--- config.mk ---
export PLATFORM = sky130hd
export DESIGN_NAME = ket_ram
export DESIGN_NICKNAME = d
export VERILOG_FILES = /design/src/hw/rtl/ket_ram.sv
export SDC_FILE = /design/constraint.sdc
export NUM_CORES = 1
export LEC_CHECK = 0
export ABC_AREA = 1
export BUFFER_PORTS_ARGS = -buffer_cell sky130_fd_sc_hd__buf_2
export CORE_ASPECT_RATIO = 1.1
export CORE_MARGIN = 5
export CORE_UTILIZATION = 44
export DETAILED_ROUTE_END_ITERATION = 12
export GPL_TIMING_DRIVEN = 0
export PLACE_DENSITY_LB_ADDON = 0.15
export SYNTH_ARGS = -nofsm -noshare
export SYNTH_HDL_FRONTEND = slang
export SYNTH_SLANG_ARGS = --single-unit
--- constraint.sdc ---
create_clock -name i_clk -period 1.9 [get_ports i_clk]
set_input_delay 0.57 -clock i_clk [delete_from_list [all_inputs] [get_ports i_clk]]
set_output_delay 0.57 -clock i_clk [all_outputs]
set_load 0.02 [all_outputs]
--- src/hw/rtl/ket_ram.sv ---
// Generic single-write, single-read RAM with registered read data.
module ket_ram #(
    parameter int WIDTH = 8,
    parameter int DEPTH = 16,
    localparam int AW   = (DEPTH > 1) ? $clog2(DEPTH) : 1
) (
    input  logic             i_clk,
    input  logic             i_we,
    input  logic [AW-1:0]    i_waddr,
    input  logic [WIDTH-1:0] i_wdata,
    input  logic [AW-1:0]    i_raddr,
    output logic [WIDTH-1:0] o_rdata
);

    logic [WIDTH-1:0] r_mem [DEPTH];
    logic [WIDTH-1:0] r_rdata;

    // Write port
    always_ff @(posedge i_clk) begin
        if (i_we) begin
            r_mem[i_waddr] <= i_wdata;
        end
    end

    // Registered read port
    always_ff @(posedge i_clk) begin
        r_rdata <= r_mem[i_raddr];
    end

    assign o_rdata = r_rdata;

endmodule

[Yosys cells after proc, flatten, opt, wreduce, memory -nomap -nowiden]
Memory sizes are Yosys's and may differ from the RTL's. A register that Yosys moved wholly into a read port is not among the register bits.
Index checks and enable logic that the tools add are counted.
Widths: inputs -> output; s select.
Word-level totals
  memories kept: 1
  output and inout port bits: 8
  input bits: 18
  RAM bits: 128
  flip-flop bits (word level): 0
Memory list
  r_mem: depth 16, width 8, rd ports 1, clocked after Yosys merged registers in 1, wr ports 1, RTL line 15  | logic [WIDTH-1:0] r_mem [DEPTH];
Cells by class
  multiplexer cells: 2
Operator list (number)
  $mux 1: 2

[Depth between registers and ports, before layout]
Gate-level depths: netlist of run 1.
  depth in word-level cells: 2
  depth in mapped cells: 8
  gate-level depth less buffers: 7

[Least setup slack after synthesis of run 1]
OpenSTA, ideal clock, no wires.
  kind: input-to-reg
  start point: input i_waddr[2]
  end point: memory r_mem[10][0], enable pin
  stages on the path: 2
  path slack: 0.379 ns
  data arrival time: 1.151 ns
  data required time: 1.530 ns
  cells stage by stage: nand3b_1 > nor2_1
RTL lines
  start: declaration: RTL line 9  | input logic [AW-1:0] i_waddr,
  end: declaration: RTL line 15
Straight into the memory's write port.

[Final worst setup path of run 1]
  start point: input i_waddr[3]
  end point: memory r_mem[6][3], enable pin
Straight into the memory's write port.

==> summary.md, run 1 <==
| Metric | Value |
|---|---|
| Outcome | `complete, no violations` |
| Post-CTS resize count | `0` |
| I/O Buffers | `22` |
| Worst reg-to-reg path cell count | `6` |
| Yosys cell types | `12` |
| Worst Path Max Fanout | `8` |
| Final Wtd Congestion | `~0.84` |
| Syn nets | `569` |
| Hold path cells | `4` |
| Initial core utilization | `~45%` |
| Met2 usage | `30.9%` |
| Reg2reg end | `o_rdata[7]` |
| Area Overhead vs Synth | `15.2%` |
| Net count, final | `610` |
| Main synth FF type | `edfxtp_1` |
| Synth cell count leaders | `nand2_1 (173), edfxtp_1 (128), inv_1 (100)` |
| R2R Setup Slk | `around 0.85 ns` |
| I/O pins | `26` |
| Met1 Track Usage GR | `between 20% and 30%` |
| Cell Int Power | `5.52 mW` |
| Vias in the first global route | `~3.7k` |
| Setup Crit Path Kind | `primary input to flip-flop` |
| CP Launch Type | `primary input` |
| Critical Path RT | `1.94 ns` |
| Asr flop ratio synth | `0%` |
| Worst-Skew Late Latency | `roughly 0.42 ns` |
| Pwr/cell area | `1060 nW/um^2` |
| Avg Vias per Cell | `5.14` |
| Combinational cell fraction of total power | `6.6%` |
| H-tree levels | `4` |
| Met3 track demand over resource | `4.94%` |
| Max Cap Viol | `0` |
| Compound-Gate Fraction of Synth Area | `0%` |
| Unrepaired setup endpoints after global routing | `no` |
| Most common cell in the netlist | `nand2_1` |
| Clock Power Share | `a little under half` |
| Top cell type's share of synthesized area | `66.7%` |
| P_sw | `1.51 mW` |
| Worst-margin pin slew | `0.942 ns` |
| Dominant cell type by area after synthesis | `edfxtp_1` |
| CTS Sinks | `136` |
| Gr busiest metal | `met2` |
| Ranking of synthesized cells by area | `edfxtp_1 (67%), nand2_1 (11%), nand3_1 (8.4%)` |
| P_leak | `about 2.9 nW` |
| Die area | `15500 um^2` |
| RR Startpoint | `r_mem[15][7]` |
| HPWL Detailed | `9.17 mm` |
| Total GRT Usage | `between 15 and 20%` |
| Clk pin slew, worst setup/hold paths | `about 0.060 ns` |
| Final Setup Violations | `0` |
| Total number of vias | `between 3k and 4k` |
| VDD IR-drop max | `roughly 700 uV` |
| Period utilisation layout | `a little under nine tenths` |
| Reg power frac | `47.9%` |
| Post-Syn Area | `5770 um^2` |
| Iteration count of the initial detailed-routing pass | `5` |
| Largest family of logic cells by synthesized area | `simple AND/OR/NAND/NOR gates` |
| Slew Limit Fails | `0` |
| Post-Synth Simple-Gate Area | `21.0%` |
| Initial antenna violation count | `0` |
| CP arrival | `between 1.5 and 2 ns` |
| Synthesized-area fraction occupied by adder cells | `0%` |
| Syn Inst Count | `about 550` |
| Crit end category | `flip-flop` |
| Hold Path Class | `primary input to flip-flop` |
| Grt ovf | `0` |
| First-pass GRT wire length | `22.3 mm` |
| Die Span Y | `130 um` |
| Die Wd | `119 um` |
| Post-CTS Setup Inserts | `0` |
| Final number of hold-violating endpoints | `0` |
| Post-route worst setup slack | `0.260 ns` |
| Clk root buf | `clkbuf_16` |
| Flops & latches, synth | `136` |
| Min Hold Slack | `approximately 0.57 ns` |
| Crit path time final | `1.64 ns` |
| Core area | `12800 um^2` |
| Register area share after synthesis | `69.4%` |
| Post-layout power | `7.04 mW` |
| DRC | `0` |
| CTS Buf Count | `17` |
| Post-Syn Area per Cell | `10.5 um^2` |
| Net Sw Frac | `approximately 22%` |
| CTS tree | `yes` |
| Max transition margin | `roughly 37%` |
| Clock skew | `0.00618 ns` |
| Post-Synth XOR/XNOR Area | `0%` |
| Synth Warn # | `0` |
| Post-synthesis mux area share | `0%` |
| Cts hold-fix bufs | `0` |
| Post-synth EDFFs | `128` |
| Rows | `43` |
| Hold Startpoint | `i_raddr[2]` |
| Maximum clock frequency | `610 MHz` |
| Hold EP | `o_rdata[1]` |
| Drt wl/cell | `18.8 um` |
| Share of cells above drive strength 1 | `11.9%` |
| DRT iter0 DRCs | `between 300 and 400` |
| Post-route ant nets | `0` |
| Largest net degree at the start of global routing | `17` |
| Place WS | `-0.170 ns` |
| Final Routed Wirelength | `~14 mm` |
| Antenna cell count | `0` |
| Clock Path Buffers | `2` |
## cell type report
class	instances	area [um^2]
clock inverter	11	130
inverter	102	383
multi-input combinational	289	1210
buffer	24	166
timing repair buffer	22	110
clock buffer	21	440
tap	157	196
sequential	136	4000
fill	1100	6110
## worst max path at each step
stage / slack (ns) / to / startpoint / depth (start not counted)
final: 0.26 / r_mem[6][3] / i_waddr[3] / 3
after global placement: -0.20 / r_mem[5][0] / i_waddr[3] / 3
after floorplan: 0.38 / r_mem[10][0] / i_waddr[2] / 2
after CTS: 0.27 / r_mem[5][1] / i_waddr[3] / 3
after detailed placement: -0.17 / r_mem[5][3] / i_waddr[3] / 3
after global routing: 0.19 / r_mem[6][6] / i_waddr[3] / 3
## registers in the layout, indices dropped and copies added, names as in the netlist
register,cells
r_mem,128
o_rdata,8
## metrics by stage
stage	cell area (um^2)	TNS [ns]	utilization [%]	std cells
finish	6640	0	52.1	762
global route	6640	0	52.1	762
CTS	6640	0	52.1	762
detailed placement	6070	-9.85	47.6	730
global placement	6070	-8.33	47.6	730
floorplan	5770	0	-	551
## power groups by stage
stage | Sequential, mW | Combinational, mW | Clock, mW
final | 3.37 | 0.461 | 3.20
after global routing | 3.38 | 0.511 | 3.38
after CTS | 3.37 | 0.463 | 3.23
after detailed placement | 3.43 | 0.460 | 0
after global placement | 3.43 | 0.455 | 0
after floorplan | 3.46 | 0.237 | 0
## worst max-delay path, stage by stage
cell,delay [ns]
buf_2,0.12
nand3b_1,0.24
nor2_1,0.75
## per-layer routing
| layer | share of wire [%] | vias up | wire length, um |
|---|---|---|---|
| met2 | 47 | 174 | 6710 |
| met1 | 43 | 1858 | 6210 |
| li1 | - | 1863 | - |
| met5 | 0 | - | 0 |
| met4 | 1.7 | 0 | 244 |
| met3 | 8.4 | 20 | 1200 |
## cell usage in the layout, fill, tap and decap left out
master	n
buf_1	1
buf_2	35
buf_4	4
buf_6	6
bufinv_16	3
clkbuf_1	4
clkbuf_16	17
clkinv_1	3
clkinv_2	4
clkinv_4	1
dfxtp_1	8
edfxtp_1	128
inv_1	100
inv_2	2
nand2_1	173
nand3_1	97
nand3b_1	2
nor2_1	17
## logic make-up (layout without fill, tap and decap cells)
family	after synthesis	in the layout
buf+inv	126	180
flops	136	136
simple gates	289	289
No activity file was read; power rests on OpenSTA's default activity.
==> run 2: changes to the inputs <==
Settings changed: CORE_ASPECT_RATIO 1.1 to 1.2, SLEW_MARGIN set to 20.
==> run 2 against run 1 <==
  * Non-clock buffer count is the same
  * Sequential power is essentially flat
  * Total power rose by 4.6%
  * Hold slack lost 0.0056 ns
  * Sequential cell count did not move
  * Sequential share of layout area decreased by 0.63 points
  * Final area grew 1.1%
  * Worst setup slack improved by 0.0061 ns
  * Critical path depth is the same
  * Die area about the same
  * First-iteration DRC count fell by 9.7%
  * Final cell count up 0.92%
  * Critical endpoint is now r_mem[11][2]
  * Largest power group is now the clock network
==> summary.md, run 2 (synthesis gave the netlist of run 1 again) <==
| Metric | Value |
|---|---|
| Outcome | `complete, no violations` |
| Crit end category | `flip-flop` |
| Die area | `15500 um^2 (about the same)` |
| Worst Path Max Fanout | `8 (unchanged)` |
| Pwr/cell area | `1100 nW/um^2 (+3.5%)` |
| Share of cells above drive strength 1 | `12.4% (+0.50 points)` |
| Avg Vias per Cell | `4.99 (-2.9%)` |
| Dpl cell area | `6080 um^2 (+0.14%)` |
| Max transition margin | `43.0% (+6.1 points)` |
| P_leak | `2.91 nW (+0.63%)` |
| Antenna cell count | `0 (unchanged)` |
| Worst-margin pin slew | `0.851 ns (-0.0911 ns)` |
| CTS Sinks | `136 (unchanged)` |
| DRC | `0 (unchanged)` |
| First-pass GRT wire length | `21.4 mm (-4.4%)` |
| VDD IR-drop max | `575 uV (-18%)` |
| Hold Path Class | `primary input to flip-flop` |
| Combinational cell fraction of total power | `6.2% (-0.4 points)` |
| Max Cap Viol | `0 (unchanged)` |
| Maximum clock frequency | `612 MHz (+0.37%)` |
| Clk pin slew, worst setup/hold paths | `0.05 ns (about the same)` |
| Core area | `12800 um^2 (+0.24%)` |
| Place WS | `-0.145 ns (+0.0256 ns)` |
| Total GRT Usage | `19.0% (-0.80 points)` |
| Post-route cell area | `6710 um^2 (+1.1%)` |
| Total number of vias | `3838 (-2.0%)` |
| Final Wtd Congestion | `0.926 (+9.7%)` |
| Post-layout power | `7.36 mW (+4.6%)` |
| Crit path time final | `1.63 ns (-0.00609 ns)` |
| Drt wl/cell | `18.1 um (-3.9%)` |
| Period utilisation layout | `86.0% (-0.32 points)` |
| Grt ovf | `0 (unchanged)` |
| Net count, final | `610 (unchanged)` |
| Worst-Skew Late Latency | `0.42 ns (about the same)` |
| CP Launch Type | `primary input` |
| DRT iter0 DRCs | `288 (-9.7%)` |
| DP Cell Count | `737 (+0.96%)` |
| Die Wd | `115 um (-3.9%)` |
| Reg power frac | `45.8% (-2.1 points)` |
| Largest net degree at the start of global routing | `17 (unchanged)` |
| Post-route ant nets | `0 (unchanged)` |
| Final number of hold-violating endpoints | `0 (unchanged)` |
| Slew Limit Fails | `0 (unchanged)` |
| Clock Path Buffers | `2 (unchanged)` |
| CTS tree | `yes` |
| Die Span Y | `135 um (+4.1%)` |
| Clock Power Share | `48.0% (+2.5 points)` |
| I/O Buffers | `22 (unchanged)` |
| Rows | `45 (+4.7%)` |
| P_sw | `1.57 mW (+4.0%)` |
| Unrepaired setup endpoints after global routing | `no` |
| Final Routed Wirelength | `13.9 mm (-3.0%)` |
| Clk root buf | `clkbuf_16` |
| Worst path max stage delay | `0.71 ns (-0.04 ns)` |
| Most common cell after layout, fill and taps aside | `nand2_1` |
| Max reg flops | `128 (unchanged)` |
| Initial antenna violation count | `0 (unchanged)` |
| CTS Buf Count | `17 (unchanged)` |
| Final Non-Filler Cells | `769 (+0.92%)` |
| Initial core utilization | `45.1% (-0.11 points)` |
| I/O pins | `26 (unchanged)` |
| Cts hold-fix bufs | `0 (unchanged)` |
| Net Sw Frac | `21.4% (-0.12 points)` |
| Post-CTS Setup Inserts | `0 (unchanged)` |
| Iteration count of the initial detailed-routing pass | `5 (unchanged)` |
| Top reg by flops | `r_mem` |
| Post-route worst setup slack | `0.266 ns (+0.00609 ns)` |
| Setup_tns | `0 ns (unchanged)` |
| Area Overhead vs Synth | `16.4%` |
| Most frequent cells in the layout | `nand2_1 (173), edfxtp_1 (128), inv_1 (100)` |
| Final Setup Violations | `0 (unchanged)` |
| Clock skew | `0.00566 ns (-0.000519 ns)` |
| Critical Path RT | `1.94 ns (about the same)` |
| H-tree levels | `4 (unchanged)` |
| Critical path cell sequence | `buf_2 > nand3b_1 > nor2_1` |
| Cell Int Power | `5.79 mW (+4.8%)` |
| Critical path's slowest cell | `nor2_1` |
| CP arrival | `1.68 ns (about the same)` |
| HPWL Detailed | `9.27 mm (+1.1%)` |
| Post-CTS resize count | `0 (unchanged)` |
| Setup Crit Path Kind | `primary input to flip-flop` |
| Vias in the first global route | `3829 (+3.1%)` |
run 2: cell types whose count changed in the layout (fill, tap and decap cells not counted):
cell	previous run	this run
bufinv_16	3	5
inv_6	0	1
clkinv_1	3	4
clkbuf_1	4	0
clkinvlp_4	0	3
clkinv_2	4	2
clkinv_4	1	0
run 2: critical path: cells and delay by family:
family | cells | cell delay (ns)
buffers and inverters | 1 | 0.12
AND/OR/NAND/NOR | 2 | 0.98
run 2: layer usage:
metal	GRT usage, %	part of all wire [%]	up-vias
li1	-	-	1855
met1	24.0	41	1801
met2	32.0	49	153
met3	4.11	6.9	29
met4	7.26	2.7	0
met5	0	0	-
run 2: final timing paths:
check	start	to	slack, ns	cells past startpoint
max reg2reg	r_mem[14][3]	o_rdata[3]	0.86	6
max	i_waddr[2]	r_mem[11][2]	0.27	3
min reg2reg	r_mem[13][2]	o_rdata[2]	0.67	6
min	i_wdata[2]	r_mem[0][2]	0.57	1
run 2: power by group through the flow:
| stage | sequential (mW) | clock (mW) | combinational [mW] |
|---|---|---|---|
| after floorplan | 3.46 | 0 | 0.237 |
| after global placement | 3.43 | 0 | 0.452 |
| after detailed placement | 3.43 | 0 | 0.458 |
| after CTS | 3.37 | 3.54 | 0.459 |
| after global routing | 3.38 | 3.67 | 0.500 |
| final | 3.37 | 3.53 | 0.457 |
run 2: cell type report:
| cell class | count | area [um^2] |
|---|---|---|
| fillers | 1109 | 6070 |
| well taps | 164 | 205 |
| plain buffers | 24 | 166 |
| flip-flops and latches | 136 | 4000 |
| repair buffers | 22 | 110 |
| clock buffers | 17 | 425 |
| inverters | 102 | 383 |
| multi-input cells | 289 | 1210 |
| clock inverters | 15 | 206 |
run 2: stage by stage:
| step | util (%) | hold WS [ns] |
|---|---|---|
| floorplan | - | 0.607 |
| global placement | 47.6 | 0.657 |
| detailed placement | 47.6 | 0.657 |
| CTS | 52.5 | 0.558 |
| global route | 52.5 | 0.571 |
| finish | 52.5 | 0.569 |
