[src/hw/rtl/ket_pkg.sv]
// Shared types, codes and sizes for the keyed entry table.
package ket_pkg;

    // Default table depth
    localparam int KET_ENTRIES = 16;

    // Field widths
    localparam int KET_WORD_W  = 64;
    localparam int KET_KEY_W   = 4 * KET_WORD_W;
    localparam int KET_BYTES_W = 64;
    localparam int KET_PATH_W  = 16;
    localparam int KET_TOTAL_W = 5;

    // Request codes
    typedef enum logic [1:0] {
        REQ_LOOKUP = 2'd0,
        REQ_PUT    = 2'd1,
        REQ_DELETE = 2'd2,
        REQ_RSVD   = 2'd3
    } t_req_type;

    // Result status codes
    typedef enum logic [1:0] {
        ST_HIT       = 2'd0,
        ST_INSERTED  = 2'd1,
        ST_FULL      = 2'd2,
        ST_NOT_FOUND = 2'd3
    } t_status;

    // One stored entry, as kept in the entry RAM
    typedef struct packed {
        logic [KET_KEY_W-1:0]   key;
        logic [KET_BYTES_W-1:0] bytes;
        logic [KET_PATH_W-1:0]  path;
    } t_entry;

    localparam int KET_ENTRY_W = $bits(t_entry);

    // Finished result handed from the sequencer to the output stage
    typedef struct packed {
        logic                   valid;
        logic                   found;
        t_status                status;
        logic [KET_BYTES_W-1:0] bytes;
        logic [KET_PATH_W-1:0]  path;
        logic [KET_TOTAL_W-1:0] total;
    } t_done;

endpackage

[src/hw/rtl/ket_if.sv]
// Request and response channel interfaces of the keyed entry table.
interface ket_req_if;
    logic        valid;
    logic        ready;
    logic [1:0]  req_type;
    logic [63:0] key_word_0;
    logic [63:0] key_word_1;
    logic [63:0] key_word_2;
    logic [63:0] key_word_3;
    logic [15:0] path_handle;
    logic [63:0] byte_count;

    modport source (
        output valid, req_type, key_word_0, key_word_1, key_word_2, key_word_3,
               path_handle, byte_count,
        input  ready
    );
    modport sink (
        input  valid, req_type, key_word_0, key_word_1, key_word_2, key_word_3,
               path_handle, byte_count,
        output ready
    );
endinterface


[src/hw/rtl/ket_seq.sv]
// Request sequencer: scans the entry RAM, updates, appends and compacts.
module ket_seq import ket_pkg::*; #(
    parameter int ENTRIES = KET_ENTRIES,
    localparam int IDX_W  = (ENTRIES > 1) ? $clog2(ENTRIES) : 1,
    localparam int CNT_W  = $clog2(ENTRIES + 1)
) (
    input  logic                   i_clk,
    input  logic                   i_rst_n,
    ket_req_if.sink                i_req,
    output logic                   o_ram_we,
    output logic [IDX_W-1:0]       o_ram_waddr,
    output logic [KET_ENTRY_W-1:0] o_ram_wdata,
    output logic [IDX_W-1:0]       o_ram_raddr,
    input  logic [KET_ENTRY_W-1:0] i_ram_rdata,
    output t_done                  o_done,
    input  logic                   i_out_free
);

    typedef enum logic [5:0] {
        S_IDLE = 6'b000001,
        S_SCAN = 6'b000010,
        S_MISS = 6'b000100,
        S_MVRD = 6'b001000,
        S_MVWR = 6'b010000,
        S_DONE = 6'b100000
    } t_state;

    t_state                 r_state, n_state;
    t_req_type              r_type;
    logic [KET_KEY_W-1:0]   r_key;
    logic [KET_BYTES_W-1:0] r_bytes;
    logic [KET_PATH_W-1:0]  r_path;
    logic [IDX_W-1:0]       r_idx, n_idx;
    logic [CNT_W-1:0]       r_count, n_count;
    logic                   r_found, n_found;
    t_status                r_status, n_status;
    logic [KET_BYTES_W-1:0] r_res_bytes, n_res_bytes;
    logic [KET_PATH_W-1:0]  r_res_path, n_res_path;

    t_entry                 rd_entry;
    t_entry                 wr_entry;
    logic                   accept;
    logic                   key_hit;
    logic                   at_last;
    logic [IDX_W-1:0]       last_idx;

    assign rd_entry    = t_entry'(i_ram_rdata);
    assign accept      = i_req.valid && i_req.ready;
    assign i_req.ready = (r_state == S_IDLE);
    assign key_hit     = (rd_entry.key == r_key);
    assign at_last     = ((CNT_W'(r_idx) + CNT_W'(1)) == r_count);
    assign last_idx    = IDX_W'(r_count - CNT_W'(1));

    // Latch the request on acceptance
    always_ff @(posedge i_clk) begin
        if (accept) begin
            r_type  <= t_req_type'(i_req.req_type);
            r_key   <= {i_req.key_word_3, i_req.key_word_2,
                        i_req.key_word_1, i_req.key_word_0};
            r_bytes <= i_req.byte_count;
            r_path  <= i_req.path_handle;
        end
    end

    // Sequence one request: scan, then update, append or compact
    always_comb begin
        n_state     = r_state;
        n_idx       = r_idx;
        n_count     = r_count;
        n_found     = r_found;
        n_status    = r_status;
        n_res_bytes = r_res_bytes;
        n_res_path  = r_res_path;
        o_ram_we    = 1'b0;
        o_ram_waddr = r_idx;
        wr_entry    = rd_entry;
        o_ram_raddr = r_idx + IDX_W'(1);

        case (r_state)
            S_IDLE: begin
                // Prefetch entry zero so the scan starts with data in hand
                o_ram_raddr = '0;
                if (accept) begin
                    n_idx = '0;
                    if (i_req.req_type inside {REQ_LOOKUP, REQ_PUT, REQ_DELETE} &&
                        r_count != '0) begin
                        n_state = S_SCAN;
                    end else begin
                        n_state = S_MISS;
                    end
                end
            end
            S_SCAN: begin
                // Compare the entry read last cycle, prefetch the next one
                if (key_hit) begin
                    n_found     = 1'b1;
                    n_status    = ST_HIT;
                    n_res_bytes = rd_entry.bytes;
                    n_res_path  = rd_entry.path;
                    n_state     = S_DONE;
                    if (r_type == REQ_PUT) begin
                        wr_entry.key   = r_key;
                        wr_entry.bytes = r_bytes;
                        wr_entry.path  = r_path;
                        o_ram_we       = 1'b1;
                        n_res_bytes    = r_bytes;
                        n_res_path     = r_path;
                    end else if (r_type == REQ_DELETE) begin
                        if (at_last) begin
                            n_count = r_count - CNT_W'(1);
                        end else begin
                            n_state = S_MVRD;
                        end
                    end
                end else if (at_last) begin
                    n_state = S_MISS;
                end else begin
                    n_idx = r_idx + IDX_W'(1);
                end
            end
            S_MISS: begin
                // Append on put, otherwise report not found
                n_found     = 1'b0;
                n_res_bytes = '0;
                n_res_path  = '0;
                n_state     = S_DONE;
                if (r_type == REQ_PUT) begin
                    if (r_count >= CNT_W'(ENTRIES)) begin
                        n_status = ST_FULL;
                    end else begin
                        wr_entry.key   = r_key;
                        wr_entry.bytes = r_bytes;
                        wr_entry.path  = r_path;
                        o_ram_we       = 1'b1;
                        o_ram_waddr    = IDX_W'(r_count);
                        n_count        = r_count + CNT_W'(1);
                        n_status       = ST_INSERTED;
                    end
                end else begin
                    n_status = ST_NOT_FOUND;
                end
            end
            S_MVRD: begin
                // Fetch the highest used entry to fill the hole
                o_ram_raddr = last_idx;
                n_state     = S_MVWR;
            end
            S_MVWR: begin
                // Move it into the hole and shrink the table
                o_ram_we = 1'b1;
                n_count  = r_count - CNT_W'(1);
                n_state  = S_DONE;
            end
            S_DONE: begin
                // Hold the result until the output stage takes it
                if (i_out_free) begin
                    n_state = S_IDLE;
                end
            end
            default: begin
                n_state = S_IDLE;
            end
        endcase
    end

    assign o_ram_wdata = KET_ENTRY_W'(wr_entry);

    // Control registers
    always_ff @(posedge i_clk) begin
        if (!i_rst_n) begin
            r_state <= S_IDLE;
            r_count <= '0;
        end else begin
            r_state <= n_state;
            r_count <= n_count;
        end
    end

    // Working and result registers
    always_ff @(posedge i_clk) begin
        r_idx       <= n_idx;
        r_found     <= n_found;
        r_status    <= n_status;
        r_res_bytes <= n_res_bytes;
        r_res_path  <= n_res_path;
    end

    assign o_done.valid  = (r_state == S_DONE);
    assign o_done.found  = r_found;
    assign o_done.status = r_status;
    assign o_done.bytes  = r_res_bytes;
    assign o_done.path   = r_res_path;
    assign o_done.total  = KET_TOTAL_W'(r_count);

    // The table never holds more than its depth
    a_count_range: assert property (@(posedge i_clk) disable iff (!i_rst_n)
        r_count <= CNT_W'(ENTRIES))
        else $error("entry count beyond table depth");

    // An append only happens while there is room
    a_append_room: assert property (@(posedge i_clk) disable iff (!i_rst_n)
        (r_state == S_MISS && o_ram_we) |-> (r_count < CNT_W'(ENTRIES)))
        else $error("append into a full table");

    // A compaction move needs at least two used entries
    a_move_count: assert property (@(posedge i_clk) disable iff (!i_rst_n)
        (r_state == S_MVRD) |-> (r_count > CNT_W'(1)))
        else $error("compaction move with fewer than two entries");

    // An accepted transaction goes straight to scan or miss handling
    a_accept_next: assert property (@(posedge i_clk) disable iff (!i_rst_n)
        accept |=> (r_state == S_SCAN || r_state == S_MISS))
        else $error("accepted transaction did not start");

endmodule

[src/flat_wrapper.sv]
// flat-port wrapper written by rule: the top's interface ports become plain ports
module ket_seq_flat import ket_pkg::*;
#(
    parameter int ENTRIES = KET_ENTRIES,
    localparam int IDX_W  = (ENTRIES > 1) ? $clog2(ENTRIES) : 1,
    localparam int CNT_W  = $clog2(ENTRIES + 1)
)
  (i_clk, i_rst_n, o_ram_we, o_ram_waddr, o_ram_wdata, o_ram_raddr, i_ram_rdata, o_done, i_out_free, i_req_valid, i_req_req_type, i_req_key_word_0, i_req_key_word_1, i_req_key_word_2, i_req_key_word_3, i_req_path_handle, i_req_byte_count, i_req_ready);
  ket_req_if i_req_i ();
  input  logic i_clk;
  input  logic i_rst_n;
  output logic o_ram_we;
  output logic [IDX_W-1:0] o_ram_waddr;
  output logic [KET_ENTRY_W-1:0] o_ram_wdata;
  output logic [IDX_W-1:0] o_ram_raddr;
  input  logic [KET_ENTRY_W-1:0] i_ram_rdata;
  output t_done o_done;
  input  logic i_out_free;
  input wire logic [$bits(i_req_i.valid)-1:0] i_req_valid;
  input wire logic [$bits(i_req_i.req_type)-1:0] i_req_req_type;
  input wire logic [$bits(i_req_i.key_word_0)-1:0] i_req_key_word_0;
  input wire logic [$bits(i_req_i.key_word_1)-1:0] i_req_key_word_1;
  input wire logic [$bits(i_req_i.key_word_2)-1:0] i_req_key_word_2;
  input wire logic [$bits(i_req_i.key_word_3)-1:0] i_req_key_word_3;
  input wire logic [$bits(i_req_i.path_handle)-1:0] i_req_path_handle;
  input wire logic [$bits(i_req_i.byte_count)-1:0] i_req_byte_count;
  output wire logic [$bits(i_req_i.ready)-1:0] i_req_ready;
  assign i_req_i.valid = i_req_valid;
  assign i_req_i.req_type = i_req_req_type;
  assign i_req_i.key_word_0 = i_req_key_word_0;
  assign i_req_i.key_word_1 = i_req_key_word_1;
  assign i_req_i.key_word_2 = i_req_key_word_2;
  assign i_req_i.key_word_3 = i_req_key_word_3;
  assign i_req_i.path_handle = i_req_path_handle;
  assign i_req_i.byte_count = i_req_byte_count;
  assign i_req_ready = i_req_i.ready;
  ket_seq #(.ENTRIES(ENTRIES)) u_core (.i_clk(i_clk), .i_rst_n(i_rst_n), .i_req(i_req_i), .o_ram_we(o_ram_we), .o_ram_waddr(o_ram_waddr), .o_ram_wdata(o_ram_wdata), .o_ram_raddr(o_ram_raddr), .i_ram_rdata(i_ram_rdata), .o_done(o_done), .i_out_free(i_out_free));
endmodule
[config.mk]
export PLATFORM = sky130hd
export DESIGN_NAME = ket_seq_flat
export DESIGN_NICKNAME = d
export VERILOG_FILES = /design/src/hw/rtl/ket_pkg.sv /design/src/hw/rtl/ket_if.sv /design/src/hw/rtl/ket_seq.sv /design/src/flat_wrapper.sv
export SDC_FILE = /design/constraint.sdc
export NUM_CORES = 1
export LEC_CHECK = 0
export CORE_AREA = 2 2 439 441
export DETAILED_ROUTE_END_ITERATION = 8
export DIE_AREA = 0 0 441 443
export DONT_BUFFER_PORTS = 1
export PLACE_DENSITY = 0.34
export SLEW_MARGIN = 30
export SYNTH_ARGS = -nofsm -noshare
export SYNTH_HDL_FRONTEND = slang
export SYNTH_SLANG_ARGS = --single-unit
[constraint.sdc]
create_clock -name i_clk -period 16 [get_ports i_clk]
set_input_delay 3.2 -clock i_clk [delete_from_list [all_inputs] [get_ports i_clk]]
set_output_delay 3.2 -clock i_clk [all_outputs]
set_load 0.03 [all_outputs]
======== After elaboration in Yosys (flattened, before gate mapping) ========
Index checks and enable logic that the tools add are counted.
storage, ports and cells
  output and inout port bits .............. 435
  bits of input ports ..................... 678
  logic and storage cells ................. 98
  flip-flop bits (word level) ............. 436
operators by class
  order comparisons ....................... 1
  reduce and logical (&&, ||, !) cells .... 13
  equality and inequality tests ........... 23
  muxes and demuxes ....................... 46
  add/subtract/negate cells ............... 4
operator list
  cell                  count
  $mux W336             4
  $pmux W336 S2         1
  $eq A256 B256 Y1      1
  $mux W64              2
  $pmux W64 S2          1
  $mux W6               7
  $mux W16              2
  $pmux W16 S2          1
  $mux W5               6
  $pmux W6 S5           1
  $mux W4               6
  $pmux W4 S2           2
  $pmux W5 S3           1
  $ne A2 B1 Y1 const B  5
  $ne A2 B2 Y1 const B  5
  $reduce_and A7 Y1     1
  $eq A6 B1 Y1 const B  1
  $eq A6 B2 Y1 const B  1
  $eq A6 B3 Y1 const B  1
  $eq A6 B4 Y1 const B  1
  $eq A6 B5 Y1 const B  1
  $eq A6 B6 Y1 const B  1
  $mux W2               3
  $reduce_bool A3 Y1    2
  22 further kinds      30

======== Longest topological paths before layout ========
  depth after elaboration ................. 7
  depth in mapped cells ................... 10
  gate-level depth less buffers ........... 8

======== Worst setup path before layout ========
Ideal clock, no wire load.
  path type ............................... input to register
  start ................................... in i_ram_rdata[131]
  end ..................................... reg u_core.r_found, enable pin
  setup time .............................. 0.640 ns
  stages .................................. 7
  setup slack ............................. 5.147 ns
  required time ........................... 15.360 ns
  arrival time ............................ 10.213 ns
  cell sequence ........................... xor2_1 > nor4_1 > nand4_1 > nor4_2 > nand4_1 > clkbuf_1 > o21ai_0
on the way
  longest elaborated chain between the ends .. 3
RTL lines
  element                      RTL line            source
  from (decl)                  flat_wrapper.sv:16  input logic [KET_ENTRY_W-1:0] i_ram_rdata;
  $eq A256 B256 Y1             ket_seq.sv:50       assign key_hit = (rd_entry.key == r_key);
  $ne A2 B1 Y1 (no line)       -
  $reduce_and A2 Y1 (no line)  -
  to (signal assigned)         ket_seq.sv:182      r_found <= n_found;
  to (decl)                    ket_seq.sv:35       logic r_found, n_found;
Every way passes these cells.
A chain may end at the register's enable or synchronous reset.

======== Final worst setup path ========
  start ................................... in i_ram_rdata[284]
  end ..................................... out o_ram_wdata[67]
on the way
  longest elaborated chain between the ends .. 3
RTL lines
  element           RTL line            source
  $eq A256 B256 Y1  ket_seq.sv:50
  $mux W336         ket_seq.sv:95       if (key_hit) begin
  $pmux W336 S2     ket_seq.sv:79       case (r_state)
  to (decl)         flat_wrapper.sv:14  output logic [KET_ENTRY_W-1:0] o_ram_wdata;
Every way passes these cells.

==> flow_metrics.env <==
export IMPL_status="finished clean"
export IMPL_synth_most_common_cell="edfxtp_1"
export IMPL_io_buffer_count=0
export IMPL_vias=13980
export IMPL_r2r_cells=10
export IMPL_rr_endpoint="u_core.r_res_bytes[35]"
export IMPL_crit_fanout=56
export IMPL_layout_nets=2252
export IMPL_vdd_drop_max_mv=0.07348
export IMPL_placed_area_um2=25060
export IMPL_finalHoldWorstSlack_ps=609.7
export IMPL_via_per_inst=3.371
export IMPL_grt_pass1_vias=14260
export IMPL_cts_resized=0
export IMPL_worstMarginPinSlew_ps=1020
export IMPL_grt_overflow=0
export IMPL_grt_max_degree=121
export IMPL_stdcell_area_um2=26990
export IMPL_drv_slew=0
export IMPL_clk_latency_ps=670
export IMPL_synth_top_area_frac=0.5826
export IMPL_drt_iter0_drc=1079
export IMPL_cts_htree_levels=2
export IMPL_synth_async_reset_ratio=0
export IMPL_ctsHoldBuffers=0
export IMPL_die_h_um=443
export IMPL_clock_skew_ps=26.92
export IMPL_rsz0062_at_grt="false"
export IMPL_r2r_slack_ps=10960
export IMPL_post_cts_buffers=0
export IMPL_min_path_cells=2
export IMPL_postSynthAreaPerCell_um2=14.10
export IMPL_synth_top_area_cell="edfxtp_1"
export IMPL_synth_commonest_cells="425 x edfxtp_1, 300 x mux2_2, 258 x xor2_1"
export IMPL_worstPathArrival_ps=7800
export IMPL_leakage_nw=8.741
export IMPL_cts_sinks=436
export IMPL_worstHoldPathType="flip-flop to flip-flop"
export IMPL_gp_congestion=0.9483
export IMPL_wl_per_cell_um=29.01
export IMPL_critPathCaptureType="output pin"
export IMPL_hold_start="u_core.r_bytes[57]"
export IMPL_synth_area_top_cells="edfxtp_1 58%, mux2_2 15%, xor2_1 10%"
export IMPL_numCtsBuffers=59
export IMPL_clkSlewWorstSetupHoldPaths_ps=60
export IMPL_die_area_um2=195400
export IMPL_cts_tree="built"
export IMPL_hold_end="u_core.r_res_bytes[57]"
export IMPL_fp_dieW_um=441
export IMPL_ys_ff_latch=436
export IMPL_cp_data_required_time_ps=12800
export IMPL_grt_use_total=0.1172
export IMPL_ys_seq_area_frac=0.5927
export IMPL_fin_total_pwr_w=0.003626
export IMPL_max_freq_mhz=90.89
export IMPL_antenna_found_initial=52
export IMPL_power_density_nw_per_um2=134.4
export IMPL_timing_hold_violations_final=0
export IMPL_min_period_over_period=0.6876
export IMPL_io_pins=1113
export IMPL_setup_worst_path_start_class="input port"
export IMPL_area_delta_synth_final_pct=23.21
export IMPL_critPathKind="input port to output pin"
export IMPL_dr_pass1_iters=5
export IMPL_synthCells=1554
export IMPL_synthesis_area_um2=21900
export IMPL_finalSetupViolations=0
export IMPL_drc_errors=0
export IMPL_drt_wl_total_um=120300
export IMPL_initial_core_util=0.1146
export IMPL_yosysWarnings=0
export IMPL_hpwlAfterDp_um=99050
export IMPL_coreArea_um2=191200
export IMPL_synth_edff_count=425
export IMPL_yosysUniqueCellTypes=52
export IMPL_grt_pass1_wl_um=150900
export IMPL_slew_headroom=0.3137
export IMPL_root_buffer="clkbuf_16"
export IMPL_synth_ff_type="edfxtp_1"
export IMPL_ant_nets=0
export IMPL_reg2reg_from="u_core.r_key[204]"
export IMPL_tns_ps=0
export IMPL_syn_num_nets=2236
export IMPL_num_rows=161
export IMPL_cts_path_max_buffers=3
export IMPL_min_period_ps=11000
export IMPL_layout_drive_gt1_share=0.2932
export IMPL_cap_violations=0
## metal layers
| metal | wire [um] | track usage |
|---|---|---|
| met5 | 110 | 0 |
| met2 | 59620 | 0.1991 |
| met1 | 46500 | 0.1359 |
| met3 | 11210 | 0.04505 |
| met4 | 2887 | 0.03261 |
## metrics by stage
step / utilization / instances / setup slack (ps)
2_1_floorplan: - / 1554 / 5147
3_3_place_gp: 0.1308 / 4034 / 4523
3_5_place_dp: 0.1311 / 4035 / 4932
4_1_cts: 0.1410 / 4136 / 4921
5_1_grt: 0.1411 / 4142 / 4877
6_report: 0.1412 / 4147 / 4998
## worst max path at each step
stage,start,end,cells after the start
after floorplan,i_ram_rdata[131],u_core.r_found,7
after global placement,i_ram_rdata[108],o_ram_wdata[249],11
after detailed placement,i_ram_rdata[256],o_ram_wdata[97],10
after CTS,i_ram_rdata[256],o_ram_wdata[97],10
after global routing,i_ram_rdata[108],o_ram_wdata[97],11
final,i_ram_rdata[284],o_ram_wdata[67],11
## area by class of cell
type                            instances  area, um2
Antenna cell                           11      27.53
Clock buffer                           69       1556
Clock inverter                         32      340.3
Fill cell                           21240     164200
Inverter                                7      33.78
Multi-Input combinational cell       1040       8656
Sequential cell                       436      12980
Tap cell                             2526       3161
Timing Repair Buffer                   26      231.5
## cells in the final DEF, fill, tap and decap left out, types with 8 or more instances in the layout
master / instances
clkinv_1: 11
buf_4: 23
clkbuf_1: 8
nor4_1: 58
nor4_2: 11
diode_2: 11
clkbuf_16: 61
edfxtp_1: 425
mux2_4: 40
mux2_2: 300
clkinv_2: 8
nand4_1: 22
nor2_1: 16
dfxtp_1: 11
nand2_1: 174
xor2_1: 257
a21oi_1: 86
## where the power goes
group / total, W / switching, W / internal [W] / leakage, nW
registers: 0.00167 / 0.000179 / 0.00149 / 4.09
clock network: 0.00135 / 0.000552 / 0.000798 / 0.922
logic: 0.000612 / 0.000443 / 0.000169 / 3.73
total: 0.00363 / 0.00117 / 0.00245 / 8.74
## critical path, stage by stage
cell,delay (ps)
xor2_1,140
nor4_1,860
nand4_1,510
nor4_2,340
buf_4,190
and4_1,450
a31oi_4,140
buf_4,310
buf_4,440
buf_4,500
mux2_2,490
## registers in the layout (all words and copies together) (netlist names), 4 cells and up
signal / count
u_core.r_bytes: 64
u_core.r_count: 5
u_core.r_idx: 4
u_core.r_key: 256
u_core.r_path: 16
u_core.r_res_bytes: 64
u_core.r_res_path: 16
u_core.r_state: 6
## cells by family (layout without fill, tap and decap cells)
family	Yosys count	after routing	share of synthesized area
xor gates and xnor gates	263	263	0.1052
and+or+nand+nor	319	319	0.07169
adders and majority gates	4	4	0.002285
other	0	11	0
DFF	436	436	0.5927
buffers and inverters	78	134	0.01742
muxes	341	341	0.1821
AOI/OAI and AO/OA	113	113	0.02868
Power figures use the tool's default switching activity.
